### src/sv/lla_pkg.sv
// shared types, codes and widths for the least-loaded arena assigner
package lla_pkg;

    localparam int ID_W    = 7;   // arena id, 0 means none
    localparam int CNT_W   = 7;   // per-arena user count
    localparam int ACT_W   = 3;
    localparam int STAT_W  = 3;
    localparam int REQ_W   = 6;   // requester number on the port
    localparam int REQ_CODES = 1 << REQ_W;
    localparam int CFG_IDX_W = 2;

    // action codes
    localparam logic [ACT_W-1:0] ACT_GET      = 3'd0;
    localparam logic [ACT_W-1:0] ACT_FORCE    = 3'd1;
    localparam logic [ACT_W-1:0] ACT_RELEASE  = 3'd2;
    localparam logic [ACT_W-1:0] ACT_SET_AUTO = 3'd3;
    localparam logic [ACT_W-1:0] ACT_CREATE   = 3'd4;

    // status codes
    localparam logic [STAT_W-1:0] STAT_OK         = 3'd0;
    localparam logic [STAT_W-1:0] STAT_BAD_ID     = 3'd1;
    localparam logic [STAT_W-1:0] STAT_NO_AUTO    = 3'd2;
    localparam logic [STAT_W-1:0] STAT_FULL       = 3'd3;
    localparam logic [STAT_W-1:0] STAT_LAST_AUTO  = 3'd4;
    localparam logic [STAT_W-1:0] STAT_WRONG_MODE = 3'd5;

    // configuration register indexes
    localparam logic [CFG_IDX_W-1:0] CFG_MODE  = 2'd0;
    localparam logic [CFG_IDX_W-1:0] CFG_LIMIT = 2'd1;

    typedef enum logic [2:0] {
        S_IDLE,
        S_READ,
        S_LAUNCH,
        S_SCAN,
        S_COMMIT
    } state_t;

    // what stays fixed while a scan runs down the chain
    typedef struct packed {
        logic [ID_W-1:0] total;
        logic [ID_W-1:0] target_id;
        logic [ID_W-1:0] old_id;
    } scan_cmd_t;

    // token handed from cell to cell
    typedef struct packed {
        logic             valid;
        logic [ID_W-1:0]  best_id;
        logic [CNT_W-1:0] best_cnt;
        logic [ID_W-1:0]  first_auto;
        logic [ID_W-1:0]  auto_cnt;
        logic             tgt_auto;
        logic [CNT_W-1:0] tgt_cnt;
        logic [CNT_W-1:0] old_cnt;
    } scan_tok_t;

    // update broadcast to all cells at commit
    typedef struct packed {
        logic            valid;
        logic            inc_en;
        logic [ID_W-1:0] inc_id;
        logic            dec_en;
        logic [ID_W-1:0] dec_id;
        logic            mark_en;
        logic [ID_W-1:0] mark_id;
        logic            mark_val;
    } cell_upd_t;

endpackage

### src/sv/lla_cell.sv
// one arena slot: user count, automatic flag and one stage of the scan chain
module lla_cell
    import lla_pkg::*;
    #(
        parameter int CELL_ID = 0
    )
    (
        input  logic      aclk,
        input  logic      aresetn,
        input  scan_cmd_t cmd,
        input  scan_tok_t tok_in,
        output scan_tok_t tok_out,
        input  cell_upd_t upd
    );

    localparam logic [ID_W-1:0] MY_ID = ID_W'(CELL_ID + 1);

    logic [CNT_W-1:0] count_reg, count_next;
    logic             auto_reg, auto_next;
    scan_tok_t        tok_reg, tok_next;
    logic             created, inc_hit, dec_hit;

    assign created = (MY_ID <= cmd.total);

    // fold this arena into the passing token
    always_comb begin
        tok_next = tok_in;
        if (created && auto_reg) begin
            tok_next.auto_cnt = tok_in.auto_cnt + ID_W'(1);
            if (tok_in.first_auto == '0) begin
                tok_next.first_auto = MY_ID;
            end
            if (tok_in.best_id == '0 || count_reg < tok_in.best_cnt) begin
                tok_next.best_id  = MY_ID;
                tok_next.best_cnt = count_reg;
            end
        end
        if (cmd.target_id == MY_ID) begin
            tok_next.tgt_auto = auto_reg;
            tok_next.tgt_cnt  = count_reg;
        end
        if (cmd.old_id == MY_ID) begin
            tok_next.old_cnt = count_reg;
        end
    end

    assign inc_hit = upd.valid && upd.inc_en && (upd.inc_id == MY_ID);
    assign dec_hit = upd.valid && upd.dec_en && (upd.dec_id == MY_ID);

    always_comb begin
        count_next = count_reg + CNT_W'(inc_hit) - CNT_W'(dec_hit);
        auto_next  = auto_reg;
        if (upd.valid && upd.mark_en && upd.mark_id == MY_ID) begin
            auto_next = upd.mark_val;
        end
    end

    always_ff @(posedge aclk) begin
        if (!aresetn) begin
            count_reg     <= '0;
            auto_reg      <= 1'b0;
            tok_reg.valid <= 1'b0;
        end else begin
            count_reg     <= count_next;
            auto_reg      <= auto_next;
            tok_reg.valid <= tok_next.valid;
        end
        tok_reg.best_id    <= tok_next.best_id;
        tok_reg.best_cnt   <= tok_next.best_cnt;
        tok_reg.first_auto <= tok_next.first_auto;
        tok_reg.auto_cnt   <= tok_next.auto_cnt;
        tok_reg.tgt_auto   <= tok_next.tgt_auto;
        tok_reg.tgt_cnt    <= tok_next.tgt_cnt;
        tok_reg.old_cnt    <= tok_next.old_cnt;
    end

    assign tok_out = tok_reg;

endmodule
### config.mk
export PLATFORM = sky130hd
export DESIGN_NAME = lla_cell
export DESIGN_NICKNAME = d
export VERILOG_FILES = /design/src/sv/lla_pkg.sv /design/src/sv/lla_cell.sv
export SDC_FILE = /design/constraint.sdc
export NUM_CORES = 1
export LEC_CHECK = 0
export ABC_AREA = 1
export ABC_CLOCK_PERIOD_IN_PS = 3250
export BUFFER_PORTS_ARGS = -buffer_cell sky130_fd_sc_hd__buf_4
export CAP_MARGIN = 10
export CORE_MARGIN = 2
export CORE_UTILIZATION = 40
export CTS_BUF_LIST = sky130_fd_sc_hd__clkbuf_2
export CTS_CLUSTER_DIAMETER = 200
export DETAILED_ROUTE_END_ITERATION = 10
export PLACE_DENSITY = 0.74
export SLEW_MARGIN = 20
export SYNTH_ARGS = -nofsm -noshare
export SYNTH_HDL_FRONTEND = slang
export SYNTH_SLANG_ARGS = --single-unit
### constraint.sdc
create_clock -name aclk -period 3.25 [get_ports aclk]
set_clock_uncertainty 0.1 [all_clocks]
set_input_delay 0.975 -clock aclk [delete_from_list [all_inputs] [get_ports aclk]]
set_output_delay 0.975 -clock aclk [all_outputs]
set_load 0.01 [all_outputs]
[Yosys cells after proc, flatten, opt, wreduce, memory -nomap -nowiden]
Cells that the tools add are included.
Cells by class
  $add $sub $neg: 3
  magnitude comparators: 2
  eq/ne operators: 5
  muxes and demuxes: 5
  reductions and logical operators: 10
Operators by type and width (count)
  equality test 7 x 1 -> 1 bit (second input constant): 5
  two-way mux 28 bit: 1
  zero test 7 bit: 2
  two-way mux 14 bit: 1
  two-way mux 7 bit: 2
  two-way mux 8 bit: 1
  adder 7 x 1 -> 7 bit: 1
  adder 7 x 1 -> 7 bit (second input constant): 1
  less-or-equal comparator 1 x 7 -> 1 bit (first input constant): 1
  logical AND 1 bit: 7
  < comparator 7 bit: 1
  subtractor 7 x 1 -> 7 bit: 1
  logical OR 1 bit: 1
Word-level totals
  register bits after elaboration: 52
  input port bits: 93
  output and inout bits: 44
  word-level logic and storage cells: 35

[Longest topological paths before layout]
  depth after elaboration: 4
  depth in mapped cells: 15
  gate-level depth less buffers: 15

[Least setup slack after synthesis]
No wires, ideal clock.
  kind: input-to-reg
  start: in upd[18] (netlist name)
  end: reg count_reg[6]
  library setup time: 115 ps
  data arrival time: 2658 ps
  required time: 3035 ps
  setup slack: 377 ps
  cell stages on the path: 13
  path buffers: 0
  cell sequence: nor4_1 -> nand4_1 -> ha_1 -> inv_1 -> ha_1 -> inv_1 -> fa_1 -> inv_1 -> nand3_1 -> nand2_1 -> nand3_1 -> a21oi_1 -> nor2_1
On the way
  longest elaborated chain between the ends: 4
RTL lines
  from (decl): line lla_cell.sv:13  | input cell_upd_t upd
  equality test 7 x 1 -> 1 bit: line lla_cell.sv:47  | assign inc_hit = upd.valid && upd.inc_en && (upd.inc_id == MY_ID);
  logical AND 1 bit: line lla_cell.sv:47
  adder 7 x 1 -> 7 bit: line lla_cell.sv:51  | count_next = count_reg + CNT_W'(inc_hit) - CNT_W'(dec_hit);
  subtractor 7 x 1 -> 7 bit: line lla_cell.sv:51
  to (signal assigned): line lla_cell.sv:64  | count_reg <= count_next;
  to (decl): line lla_cell.sv:18  | logic [CNT_W-1:0] count_reg, count_next;
Every way passes these cells.
A chain may end at the register's enable or synchronous reset.

[Worst setup path in the final report]
  start: in upd[14] (netlist name)
  end: reg count_reg[6]
On the way
  longest elaborated chain between the ends: 3
RTL lines
  equality test 7 x 1 -> 1 bit: line lla_cell.sv:48  | assign dec_hit = upd.valid && upd.dec_en && (upd.dec_id == MY_ID);
  logical AND 1 bit: line lla_cell.sv:48
  subtractor 7 x 1 -> 7 bit: line lla_cell.sv:51
Every way passes these cells.

==> results.json <==
{
  "timing.rr.end": "count_reg[5]$_SDFF_PN0_",
  "worst_slack_ps": 463.1,
  "clock_path_buffers": 2,
  "hold_depth": 2,
  "cp.arrival_ps": 3040,
  "grt_pass1_vias": 2039,
  "mostFrequentLayoutCell": "buf_4",
  "cellPowerDensity_nw_per_um2": 381.0,
  "root_buffer": "clkbuf_2",
  "ir_worst_vdd_v": 0.0001840,
  "maxSlewHeadroom": 0.5503,
  "cp-start-kind": "input pin",
  "slew_viol_final": 0,
  "syn_to_final_growth_pct": 44.66,
  "final_area_sq_um": 3490,
  "dp_slack_ps": 3.351,
  "final_nets": 521,
  "synth_edf_count": 0,
  "grt_pass1_wl_um": 9045,
  "drt-initial-drc-count": 59,
  "critical_path_class": "input pin to flip-flop",
  "grt_util_all_layers": 0.1763,
  "ys.flop_type": "dfxtp_1",
  "syn_area_per_cell_sq_um": 8.554,
  "total_power_mw": 1.330,
  "layout_common_cells": "buf_4 (136), nand2_1 (73), dfxtp_1 (52)",
  "rsz0062_at_grt": "no",
  "maxCapViolCount": 0,
  "numPortBuffers": 136,
  "fin_util": 0.5929,
  "clk_pin_slew_ps": 250,
  "ys_warn_count": 0,
  "drc": 0,
  "place_inst": 481,
  "routed_wl_um": 5952,
  "hp-class": "flip-flop to flip-flop",
  "synth.distinct_cells": 32,
  "period_share": 0.8575,
  "post_cts_buffers": 0,
  "initial_core_util": 0.4099,
  "met1_length_um": 2322,
  "critPathTopFamily": "simple AND/OR/NAND/NOR gates",
  "cts-buffers-inserted": 5,
  "maxUsedRoutingLayer": "met4",
  "finalHoldViolCount": 0,
  "post_cts_resized": 0,
  "worst_slew_pin_slew_ps": 672.9,
  "dp_hpwl_um": 4820,
  "instances_no_fill": 489,
  "status": "finished, final reports clean",
  "r2r_start": "count_reg[2]$_SDFF_PN0_",
  "crit_fanout": 3,
  "syn-cell-area_sq_um": 2412,
  "layout-drive-gt1-share": 0.4275,
  "synth_fp_nets": 390,
  "ant_nets": 0,
  "die_w_um": 81.66,
  "ys_ff_latch": 52,
  "ios": 137,
  "fp.coreArea_sq_um": 5886,
  "r2r_cells": 8,
  "reg2reg_slack_ps": 1430,
  "cts_tree": "done",
  "worstHoldStart": "count_reg[0]$_SDFF_PN0_",
  "crit_chain": "buf_4 -> nor3_1 -> nor3b_1 -> ha_1 -> inv_1 -> ha_1 -> inv_1 -> fa_1 -> inv_1 -> nand3_1 -> nand2_1 -> nand3_1 -> a21oi_1 -> nor2_1",
  "crit_required_ps": 3500,
  "grt_max_degree": 22,
  "critPathCapture": "count_reg[6]$_SDFF_PN0_",
  "rows": 28,
  "critPathSlowestCell": "fa_1",
  "clk_latency_ps": 410,
  "path_depth": 14,
  "die_area_sq_um": 6668,
  "cpMostUsedCell": "inv_1",
  "critical_path_buf_inv_count": 4,
  "layout_min_cycle_time_ps": 2787,
  "startpoint": "upd[14]",
  "synth_cells": 282,
  "multiInputGateArea_sq_um": 1141,
  "seq_area_frac_synth": 0.4315,
  "vias": 2266,
  "dr_wl_met2_um": 3061,
  "antenna_found_initial": 0,
  "antennaDiodeCount": 0,
  "post_drt_wl_per_cell_um": 12.17,
  "worst_setup_path_end_kind": "flip-flop",
  "htree_levels": 2,
  "chipHeight_um": 81.66,
  "cts_hold_buf": 0,
  "clock.fmax_mhz": 358.8,
  "grt_overflow": 0,
  "synthArstFlopShare": 0,
  "first_pass_iters": 4,
  "finalSetupTns_ps": 0,
  "hold_slack_ps": 442.7,
  "via_per_inst": 4.634,
  "max_stage_delay_ps": 360,
  "register_area_sq_um": 1041,
  "clock-sinks": 52,
  "placed_area_sq_um": 3427,
  "largest_reg_flops": 44,
  "gp_congestion": 0.7536,
  "setup-violations-final": 0,
  "wl_met3_um": 509,
  "p_leak_nw": 1.814,
  "num-fill-cells": 542
}
## how the worst min path moves through the flow
stage | endpoint | slack (ps)
4_1_cts | tok_out[29]$_DFF_P_ | 450
3_3_place_gp | tok_out[29]$_DFF_P_ | 420
2_1_floorplan | tok_out[29]$_DFF_P_ | 380
5_1_grt | tok_out[14]$_DFF_P_ | 490
3_5_place_dp | tok_out[33]$_DFF_P_ | 420
6_report | tok_out[29]$_DFF_P_ | 440
## cells by family after synthesis
logic type,synth area share
adders and majority gates,0.08091
DFF,0.4315
xor gates and xnor gates,0.02178
and+or+nand+nor,0.2536
AOI/OAI and AO/OA,0.1167
buffers and inverters,0.09544
## cells in the mapped netlist (3+ instances only)
cell type	n	area, sq um
o21ai_0	4	20.02
nand2_1	73	274.0
nand3_1	11	55.05
buf_6	3	33.78
ha_1	14	175.2
a21boi_2	5	56.30
dfxtp_1	52	1041
nand2_4	3	33.78
nor3_1	6	30.03
a21oi_1	10	50.05
nand3b_1	3	22.52
nand4_1	3	18.77
inv_1	32	120.1
xor2_1	4	35.03
nand2_2	3	18.77
o21ai_2	15	131.4
clkbuf_1	7	26.28
nor2_1	14	52.55
## area by class of cell
cell class / count / area share
clock buffers: 5 / 0.007171
clock inverters: 3 / 0.01076
inverters: 34 / 0.03729
multi-input cells: 184 / 0.3270
flip-flops and latches: 52 / 0.2983
well taps: 75 / 0.02689
repair buffers: 136 / 0.2926
## layer usage
metal | global-route usage | vias up
met1 | 0.1943 | 1023
li1 | - | 1160
met4 | 0.04333 | 0
met2 | 0.3279 | 76
met3 | 0.05495 | 7
met5 | 0 | -
## worst min-delay path, cell delays in order (launching register included)
cell     delay (ps)
dfxtp_1         400
nand3_1          90
nand2_1          50
## where the power goes
group          switching, mW  total, mW  internal [mW]
Combinational          0.148      0.311          0.164
Sequential            0.0217      0.700          0.678
Clock                  0.193      0.318          0.125
Total                  0.362       1.33          0.968
(Power assumes the default switching activity.)
