<file path="config.mk">
export PLATFORM = sky130hd
export DESIGN_NAME = lla_ram
export DESIGN_NICKNAME = d
export VERILOG_FILES = /design/src/sv/lla_ram.sv
export SDC_FILE = /design/constraint.sdc
export NUM_CORES = 1
export LEC_CHECK = 0
export BUFFER_PORTS_ARGS = -buffer_cell sky130_fd_sc_hd__buf_4
export CAP_MARGIN = 40
export CELL_PAD_IN_SITES_DETAIL_PLACEMENT = 0
export CELL_PAD_IN_SITES_GLOBAL_PLACEMENT = 2
export CORE_MARGIN = 2
export CORE_UTILIZATION = 25
export CTS_CLUSTER_SIZE = 40
export DETAILED_ROUTE_END_ITERATION = 10
export GPL_TIMING_DRIVEN = 0
export PLACE_DENSITY = 0.48
export SLEW_MARGIN = 20
export SYNTH_ARGS = -nofsm -noshare
export SYNTH_HDL_FRONTEND = slang
export SYNTH_SLANG_ARGS = --single-unit
</file>
<file path="constraint.sdc">
create_clock -name aclk -period 5 [get_ports aclk]
set_input_delay 0.75 -clock aclk [delete_from_list [all_inputs] [get_ports aclk]]
set_output_delay 0.75 -clock aclk [all_outputs]
set_load 0.05 [all_outputs]
</file>
<file path="src/sv/lla_ram.sv">
// generic single-write, registered-read ram
module lla_ram
    #(
        parameter int WIDTH = 7,
        parameter int DEPTH = 64
    )
    (
        input  logic                                  aclk,
        input  logic                                  wr_en,
        input  logic [(DEPTH > 1 ? $clog2(DEPTH) : 1)-1:0] wr_addr,
        input  logic [WIDTH-1:0]                      wr_data,
        input  logic                                  rd_en,
        input  logic [(DEPTH > 1 ? $clog2(DEPTH) : 1)-1:0] rd_addr,
        output logic [WIDTH-1:0]                      rd_data
    );

    logic [WIDTH-1:0] mem_reg [DEPTH];
    logic [WIDTH-1:0] rd_data_reg;

    always_ff @(posedge aclk) begin
        if (wr_en) begin
            mem_reg[wr_addr] <= wr_data;
        end
        if (rd_en) begin
            rd_data_reg <= mem_reg[rd_addr];
        end
    end

    assign rd_data = rd_data_reg;

endmodule

</file>
# ---- Yosys cells after proc, flatten, opt, wreduce, memory -nomap -nowiden
# Memory sizes are Yosys's and may differ from the RTL's. A register that Yosys moved wholly into a read port is not among the register bits.
# Index checks and enable logic that the tools add are counted.
# Widths: inputs -> output; s select.
dict set report totals {
  regBits 0
  ram_bits 448
  inputBits 22
  out_inout_bits 7
  mem_count 1
}
# memory depth word_bits read_ports rd_clocked_by_memory_dff write_ports line
set mem_list {}
lappend mem_list {mem_reg 64 7 1 1 1 17} ;# logic [WIDTH-1:0] mem_reg [DEPTH];
dict set report classes {
  n_mux 2
}
# op n
set op_table {}
lappend op_table {{$mux 1} 2}

# ---- Depth between registers and ports, before layout
# Gate-level depths: netlist of run 1.
dict set report depth {
  word_depth 2
  ltp_mapped 7
  depth_no_buf 4
}

# ---- Worst setup path after synthesis of run 1
# OpenSTA, ideal clock, no wires.
dict set report synth_path {
  path_type {input-to-reg}
  startpoint {input port rd_addr[0] (netlist name)}
  endpoint {register rd_data_reg[0] (netlist: rd_data[0]) (read register of mem_reg), data pin}
  setup_ps 256
  arrival_ps 2134
  setup_slack_ps 2610
  stages 6
  n_path_buf 2
  cell_sequence {buf_6 > buf_2 > mux4_2 > a22oi_1 > a41oi_1 > a41o_1}
}
# element line
set synth_rtl {}
lappend synth_rtl {{start, declared} 13} ;# input logic [(DEPTH > 1 ? $clog2(DEPTH) : 1)-1:0] rd_addr,
lappend synth_rtl {{end, declared} 18} ;# logic [WIDTH-1:0] rd_data_reg;

# ---- Final worst setup path of run 1
dict set report layout_path {
  startpoint {input port wr_addr[1] (netlist name)}
  endpoint {memory mem_reg[35][1], enable pin}
}
# element line
set layout_rtl {}
lappend layout_rtl {{start, declared} 10} ;# input logic [(DEPTH > 1 ? $clog2(DEPTH) : 1)-1:0] wr_addr,
lappend layout_rtl {{end, declared} 17}
# No word-level cell before the write port.

==> run_results.csv, run 1 <==
group,metric,value,unit
outcome,outcome,"finished, final reports clean",
floorplanning,io_pins,29,
worst_hold_path,hp-class,"input port to flop",
worst_setup_path,cp.arrival,2.88,ns
grt,grt_max_degree,65,
route,drt_pass1_iterations,5,
layout,final_common_cell,"edfxtp_1",
cts,cts.hold.buffers_added,0,
synthesis,ys_seq_elements,455,
route,viasPerCell,4.47,
synthesis,syn_area_per_cell,21.4,µm²
worst_setup_path,crit_path_cell_trace,"clkbuf_1 > nor2b_1 > nand3_1 > nor2_1",
grt,grt_pass1_vias,9026,
cts,cts-root-buf,"clkbuf_16",
sta,finalSetupTns,0,ns
floorplanning,core_area,0.0700,mm²
layout,largest_reg_flops,448,
floorplanning,start_util,25.3,%
sta,slew_headroom,42.2,%
sta,skew,0.0249,ns
worst_setup_path,worst-path-max-fanout,10,
cts,clockBufferDepth,3,
floorplanning,die_w,270,µm
placement,placedCellCount,1796,
route,antenna_left,0,
route,vias,8467,
layout,fin_nets,936,
synthesis,yosysWarnings,0,
power,power.density,404,mW/mm²
floorplanning,core.rowCount,97,
route,drc,0,
cts,cts_resized,0,
layout,layout_common_cells,"edfxtp_1, mux4_2, nor2_1",
sta,post-route-period-util,53.3,%
floorplanning,dieArea,0.0730,mm²
placement,gp_congestion,0.788,
cts,clock_sinks,455,
sta,finalSetupViolations,0,
synthesis,syn_area,0.0177,mm²
cts,cts_setup_buffers,0,
synthesis,syn-num-nets,849,
grt,grt_overflow_total,0,
cts,clk_pin_slew_worst_paths,0.06,ns
cts,cts_tree,"done",
route,wl_per_cell,26.5,µm
worst_setup_path,cp_data_required_time,5.21,ns
sta,fin_crit,2.67,ns
sta,worst_pin_slew,0.864,ns
grt,grt_pass1_wl,70.5,mm
layout,diodes,0,
sta,fmax,0.375,GHz
synthesis,synth_cell_type_count,37,
worst_setup_path,startpoint_type,"input port",
placement,io_buffers,21,
layout,final_layout_size_suffix_gt1_share,26.2,%
sta,hold_viol,0,
cts,insertion_delay,0.60,ns
worst_setup_path,end_kind,"flop",
sta,rsz0062_at_grt,"no",
power,ir_worst_vdd,0.000222,V
route,drt-initial-drc-count,685,
worst_setup_path,slowest_stage,"nor2_1",
layout,stdcell_count,1893,
route,routed_wirelength,50.2,mm
cts,cts_max_level,2,
sta,maxSlewViolCount,0,
worst_setup_path,crit_type,"input port to flop",
cts,numCtsBuffers,51,
floorplanning,die_h,270,µm
run,drv_cap,0,
placement,hpwl,32.5,mm
grt,grt_use_total,13.8,%
grt,grt_antenna_before_repair,1,
power,p_leak,6.35,nW
synthesis,syn_inst,827,
layout,syn_to_final_growth,17.6,%
sta,hold_slack,0.476,ns
worst_setup_path,cp_slowest_stage_delay,0.90,ns
synthesis,ys_seq_area_share,77.2,%
## metal layers
| metal | global-route usage (%) | vias to the layer above | share of wire (%) |
|---|---|---|---|
| met2 | 22.1 | 173 | 47 |
| met4 | 4.47 | 0 | 2.8 |
| met5 | 0 | - | 0 |
| met1 | 18.8 | 4572 | 46 |
| li1 | - | 3652 | - |
| met3 | 2.74 | 70 | 4.2 |
## worst max-delay path, delay by kind of cell
family        cells  cell delay (ns)
buf+inv           1             0.36
simple gates      3             1.76
## where the power goes
part | leakage, nW | switching, mW | internal (mW)
registers | 4.10 | 0.00802 | 4.23
clock network | 0.807 | 1.52 | 2.20
logic | 1.45 | 0.308 | 0.153
## synth_stat cells (all sizes together)
master | count | share of area [%]
clkbuf | 18 | 0.38
or3b | 2 | 0.099
nor3b | 3 | 0.13
mux2i | 16 | 0.90
nor2b | 5 | 0.18
edfxtp | 455 | 77
o31ai | 8 | 0.34
buf | 27 | 1.1
inv | 2 | 0.042
nand4 | 2 | 0.071
mux4 | 112 | 14
and3b | 3 | 0.15
o221ai | 9 | 0.45
nor3 | 8 | 0.23
nand2 | 8 | 0.17
a41oi | 1 | 0.049
a22o | 3 | 0.15
a32o | 2 | 0.11
nand4b | 1 | 0.049
and3 | 1 | 0.035
a21o | 1 | 0.042
a41o | 2 | 0.11
nand3 | 9 | 0.25
o22ai | 12 | 0.42
or3 | 2 | 0.071
a22oi | 8 | 0.34
mux2 | 2 | 0.13
nand3b | 4 | 0.17
a211oi | 4 | 0.17
nor2 | 76 | 1.6
nand2b | 6 | 0.21
a21oi | 7 | 0.20
o21ai | 8 | 0.23
## final cells by class
type / instances / area [µm²]
tap: 940 / 1180
clock buffer: 59 / 1330
inverter: 2 / 7.51
fill: 6823 / 49200
buffer: 45 / 263
clock inverter: 33 / 319
timing repair buffer: 34 / 278
multi-input combinational: 325 / 3780
sequential: 455 / 13700
## logic make-up after synthesis
kind of cell    Yosys count  synth area share [%]
compound gates           65                  2.61
simple gates            130                  3.42
flops                   455                  77.2
buf+inv                  47                  1.53
mux                     130                  15.3
## through the flow
stage	util, %	worst slack, ns	power (mW)	area (µm²)
after floorplan	-	2.61	4.56	17700
after global placement	27.2	1.56	4.78	19000
after detailed placement	27.3	1.72	4.79	19100
after CTS	29.7	2.36	8.52	20800
after global routing	29.7	2.22	8.68	20800
final	29.7	2.33	8.42	20800
## final timing paths
| path | endpoint | slack, ns | cells after the start | startpoint |
|---|---|---|---|---|
| max | mem_reg[35][1] | 2.33 | 4 | wr_addr[1] |
| max reg2reg | rd_data[4] | 2.99 | 4 | mem_reg[51][4] |
| min | rd_data[4] | 0.48 | 1 | rd_en |
| min reg2reg | rd_data[0] | 0.94 | 4 | mem_reg[13][0] |
Power figures use the tool's default switching activity.
==> inputs of run 2 (changes only) <==
- ABC_AREA: unset -> 1
- PLACE_DENSITY: 0.48 -> 0.55
- clock period: 5 -> 2.2 ns (I/O delays scaled with it)
==> run 2 against run 1 <==
  * Core utilization hardly changed
  * Global-route usage is 3.2 points higher
  * Critical path depth is 1 higher
  * Register-to-register slack worse by 2.5 ns
  * Worst hold slack worse by 0.28 ns
  * Worst setup slack worse by 2.3 ns
  * Area after synthesis is 5.1% higher
  * Sequential power is 130% higher
  * Final cell count is 43% higher
  * Highest routed layer is now met5
  * First-iteration DRC count is 39% higher
  * Routed wire length is 30% higher
  * Combinational power grew to 3.1 times the previous value
==> run_results.csv, run 2 <==
group,metric,value,unit
synthesis,syn_area,0.0186,mm²
route,routed_wirelength,65.4,mm
worst_setup_path,cp_data_required_time,2.51,ns
grt,grt_pass1_wl,92.4,mm
synthesis,synth_top_area_share,73.4,%
route,drt-initial-drc-count,955,
layout,stdcell_area,0.0221,mm²
cts,clock_sinks,455,
grt,grt_antenna_before_repair,1,
sta,hold_slack,0.192,ns
worst_setup_path,startpoint_type,"input port",
route,wl_per_cell,24.1,µm
synthesis,synth_commonest_cells,"nand2_1, edfxtp_1, nand3_1",
sta,rsz0062_at_grt,"yes",
worst_setup_path,end_kind,"flop",
synthesis,synth_top_cell_by_area,"edfxtp_1",
placement,placed_area,0.0203,mm²
synthesis,yosysWarnings,0,
worst_setup_path,worst-path-max-fanout,9,
synthesis,ys_seq_elements,455,
sta,worst_pin_slew,0.822,ns
worst_hold_path,hp-class,"input port to flop",
power,power.density,878,mW/mm²
cts,cts_tree,"done",
placement,hpwl,45.4,mm
floorplanning,die_w,277,µm
synthesis,synth-main-ff-cell,"edfxtp_1",
sta,slew_headroom,45.2,%
cts,insertion_delay,0.61,ns
floorplanning,core_area,0.0741,mm²
cts,cts-root-buf,"clkbuf_16",
grt,grt_pass1_vias,12216,
cts,clk_pin_slew_worst_paths,0.06,ns
floorplanning,start_util,25.1,%
layout,final_layout_size_suffix_gt1_share,12.3,%
power,p_total,19.4,mW
sta,maxSlewViolCount,0,
floorplanning,dieArea,0.0767,mm²
synthesis,syn_area_per_cell,11.7,µm²
cts,cts_max_level,2,
floorplanning,io_pins,29,
grt,grt_max_degree,65,
layout,layout_common_cells,"nand2_1, edfxtp_1, nand3_1",
sta,fmax,0.455,GHz
synthesis,ys_seq_area_share,73.4,%
floorplanning,die_h,277,µm
route,viasPerCell,4.61,
outcome,outcome,"finished, final reports clean",
floorplanning,core.rowCount,100,
synthesis,synth_cell_type_count,14,
worst_setup_path,crit_type,"input port to flop",
layout,final_common_cell,"nand2_1",
sta,skew,0.0276,ns
synthesis,synth_edf_count,455,
route,vias,12510,
cts,cts_setup_buffers,0,
layout,fin_nets,1723,
route,drt_pass1_iterations,5,
sta,fin_crit,2.20,ns
synthesis,async_reset_ff_share,0,%
cts,numCtsBuffers,53,
placement,io_buffers,21,
sta,post-route-period-util,99.9,%
run,drv_cap,0,
grt,grt_overflow_total,0,
synthesis,syn_inst,1590,
cts,clockBufferDepth,3,
layout,syn_to_final_growth,18.5,%
synthesis,yosys-top-cells-area,"edfxtp_1, nand2_1, nand3_1",
layout,largest_reg_flops,448,
route,drc,0,
placement,place_ws,-0.840,ns
grt,grt_use_total,17.0,%
synthesis,synth.most_common_cell,"nand2_1",
placement,gp_congestion,0.802,
sta,finalWorstSetupSlack,0.00302,ns
worst_setup_path,cp.arrival,2.51,ns
sta,finalSetupViolations,0,
sta,hold_viol,0,
route,antenna_left,0,
power,ir_worst_vdd,0.000522,V
power,p_leak,7.82,nW
synthesis,syn-num-nets,1612,
==> run 2: cell count changes in the layout (fill, tap and decap cells not counted), sizes merged, moves of 9 or more <==
cell and delta:
buf +75, inv +10, mux2i -16, mux4 -112, nand2 +559, nand3 +376, nor2 -20, o221ai -9
o22ai -12
==> run 2: final cells by class <==
type	instances	area, µm²
Fill cell	7670	52000
Sequential cell	455	13700
Multi-Input combinational cell	1025	4450
Clock buffer	63	1390
Tap cell	969	1210
Buffer	98	533
Timing Repair Buffer	56	524
Clock inverter	34	231
Inverter	12	47.5
Antenna cell	1	2.50
==> run 2: logic make-up (layout without fill, tap and decap cells) <==
family                 Yosys count  count (layout)  share of synthesized area [%]
and+or+nand+nor               1025            1025                           23.5
DFF                            455             455                           73.4
buffers and inverters          110             263                           3.12
other                            0               1                              0
==> run 2: routing by layer <==
layer  up-vias  routed length [µm]  track usage [%]
li1       5835                   -                -
met1      6265               31000             24.1
met2       333               29900             26.8
met3        75                3190             2.76
met4         2                1360             4.58
met5         -                   9                0
==> run 2: power by group <==
group / switching [mW] / internal [mW] / leakage [nW]
logic: 1.08 / 0.342 / 2.93
registers: 0.0157 / 9.61 / 4.10
clock network: 3.60 / 4.71 / 0.790
==> run 2: per-stage QoR <==
stage,util (%),TNS [ns],instances
after floorplan,-,0,1590
after global placement,27.0,-237.44,2580
after detailed placement,27.4,-205.14,2604
after CTS,29.6,-6.09,2702
after global routing,29.8,-0.538,2712
final,29.8,0,2713
==> run 2: critical path, stage by stage <==
cell and delay, ns:
clkbuf_1 0.25, inv_1 0.33, nand4_1 0.59, nor2_1 0.70
buf_4 0.28
==> run 2: what timing repair did <==
| action | in CTS | in global routing |
|---|---|---|
| resized for setup | 10 | 2 |
| endpoints found under the setup margin | 115 | 27 |
| hold buffers | 1 | 1 |
| pin swaps | 0 | 0 |
| hold endpoints to repair | 7 | 2 |
==> run 2: worst paths after layout <==
path | from | end | slack (ns) | depth (start not counted)
min reg2reg | mem_reg[36][4] | rd_data[4] | 1.08 | 8
min | wr_data[5] | mem_reg[31][5] | 0.19 | 1
max | wr_addr[1] | mem_reg[24][1] | 0.003 | 5
max reg2reg | mem_reg[27][4] | rd_data[4] | 0.51 | 8
==> inputs of run 3 (changes only) <==
- PLACE_DENSITY: 0.55 -> 0.53
- clock period: 2.2 -> 2.35 ns (I/O delays scaled with it)
==> run 3 against run 2 <==
  * Cell area increased by 0.60%
  * Power decreased by 4.3%
  * Critical path depth decreased by 2
  * Register-to-register slack improved by 0.16 ns
  * Core utilization increased by 0.18 points
  * Count of clock-buffer cells in the layout decreased by 1
  * Highest routed layer unchanged
==> run_results.csv, run 3 (same netlist as run 2, synthesis figures left out) <==
group,metric,value,unit
worst_setup_path,r2r_slack,0.67,ns
cts,cts_setup_buffers,0,
route,vias,12434,
cts,clk_pin_slew_worst_paths,0.06,ns
worst_setup_path,end_kind,"flop",
sta,fin_crit,2.27,ns
grt,use_met1,25.4,%
layout,fill_cells,7646,
power,p_leak,7.92,nW
worst_setup_path,cp_data_required_time,2.57,ns
cts,insertion_delay,0.61,ns
cts,clock_sinks,455,
sta,worst_pin_slew,0.855,ns
placement,gp_congestion,0.790,
floorplanning,start_util,25.1,%
placement,place_ws,-0.555,ns
sta,hold_viol,0,
route,drt_pass1_iterations,5,
layout,fin_nets,1731,
layout,syn_to_final_growth,19.2,%
power,power.share.clock,44.1,%
worst_setup_path,crit_type,"input port to flop",
grt,met2_usage,27.1,%
grt,grt_pass1_vias,12345,
power,p_seq_share,48.7,%
route,drt-initial-drc-count,927,
route,drc,0,
sta,rsz0062_at_grt,"yes",
power,switchingPower,4.40,mW
power,power.density,835,mW/mm²
power,swShare,23.8,%
layout,final_layout_size_suffix_gt1_share,12.6,%
cts,cts_resized,0,
grt,use_met3,2.43,%
sta,hold_slack,0.0497,ns
power,p_total,18.5,mW
route,routed_wirelength,66.6,mm
grt,grt_use_total,17.4,%
cts,cts_tree,"done",
power,ir_worst_vdd,0.000475,V
sta,post-route-period-util,96.5,%
floorplanning,io_pins,29,
cts,cts-root-buf,"clkbuf_16",
cts,cts_max_level,2,
grt,grt_antenna_before_repair,3,
floorplanning,core_area,0.0741,mm²
sta,slew_headroom,42.8,%
sta,skew,0.0206,ns
run,drv_cap,0,
worst_hold_path,hp-class,"input port to flop",
sta,finalSetupTns,0,ns
route,antenna_left,0,
grt,grt_overflow_total,0,
worst_setup_path,worst-path-max-fanout,9,
grt,grt-busiest-layer,"met2",
layout,final_common_cell,"nand2_1",
floorplanning,dieArea,0.0767,mm²
power,intPower,14.1,mW
sta,finalSetupViolations,0,
sta,fmax,0.441,GHz
route,wl_per_cell,24.4,µm
outcome,outcome,"finished, final reports clean",
layout,largest_reg_flops,448,
route,viasPerCell,4.57,
placement,io_buffers,21,
grt,grt_pass1_wl,94.6,mm
sta,maxSlewViolCount,0,
sta,finalWorstSetupSlack,0.0818,ns
placement,hpwl,46.2,mm
floorplanning,die_w,277,µm
cts,clockBufferDepth,3,
power,combPwrFrac,7.3,%
worst_setup_path,startpoint_type,"input port",
floorplanning,core.rowCount,100,
grt,grt_max_degree,65,
layout,layout_common_cells,"nand2_1, edfxtp_1, nand3_1",
worst_setup_path,cp.arrival,2.48,ns
floorplanning,die_h,277,µm
cts,numCtsBuffers,54,
-- run 3: cell types whose count changed in the layout (fill, tap and decap cells not counted), moves of 2 or more --
cell / previous run / this run
clkinv_1: 21 / 12
nor2_2: 12 / 0
bufinv_16: 2 / 5
buf_4: 55 / 64
diode_2: 1 / 3
buf_6: 12 / 9
buf_16: 1 / 5
clkbuf_1: 25 / 23
nor2_1: 44 / 56
buf_12: 5 / 1
clkinv_4: 2 / 0
clkinv_2: 6 / 17
-- run 3: area by class of cell --
cell class	count	area (µm²)	area share [%]
Timing Repair Buffer	63	598	2.70
Clock inverter	36	297	1.34
Multi-Input combinational cell	1025	4420	19.9
Antenna cell	3	7.51	0.0338
Buffer	98	533	2.40
Sequential cell	455	13700	61.6
Clock buffer	62	1400	6.32
Tap cell	969	1210	5.47
Inverter	12	47.5	0.214
-- run 3: worst paths after layout --
| path | to | startpoint | cells past startpoint |
|---|---|---|---|
| setup / recovery | mem_reg[15][3] | wr_en | 3 |
| hold / removal | mem_reg[55][5] | wr_data[5] | 1 |
| setup reg to reg | rd_data[4] | mem_reg[31][4] | 8 |
| hold reg to reg | rd_data[1] | mem_reg[12][1] | 8 |
-- run 3: metal layers --
| layer | vias to the layer above | part of all wire, % |
|---|---|---|
| met5 | - | 0.020 |
| li1 | 5851 | - |
| met4 | 2 | 2.2 |
| met3 | 76 | 4.0 |
| met2 | 257 | 45 |
| met1 | 6248 | 49 |
-- run 3: power groups by stage --
stage	combinational, mW	sequential [mW]	clock [mW]
detailed placement	1.35	9.19	0
CTS	1.35	9.02	8.38
finish	1.34	9.02	8.16
global route	1.47	9.02	8.66
floorplan	0.599	9.23	0
global placement	1.31	9.19	0
-- run 3: worst max-delay path: stages --
cell and delay (ns):
clkbuf_1 0.46, nand4_1 0.77, nor2_1 0.88
-- run 3: what timing repair did --
| action | CTS | global route |
|---|---|---|
| endpoints found under the setup margin | 0 | 6 |
| hold endpoints to repair | 7 | 4 |
| hold buffers | 1 | 2 |
-- run 3: per-stage QoR --
stage | area, µm² | std cells | utilization [%]
after floorplan | 18600 | 1590 | -
after global placement | 20000 | 2580 | 27.0
after detailed placement | 20300 | 2609 | 27.4
after CTS | 22000 | 2708 | 29.7
after global routing | 22200 | 2720 | 29.9
final | 22200 | 2723 | 29.9
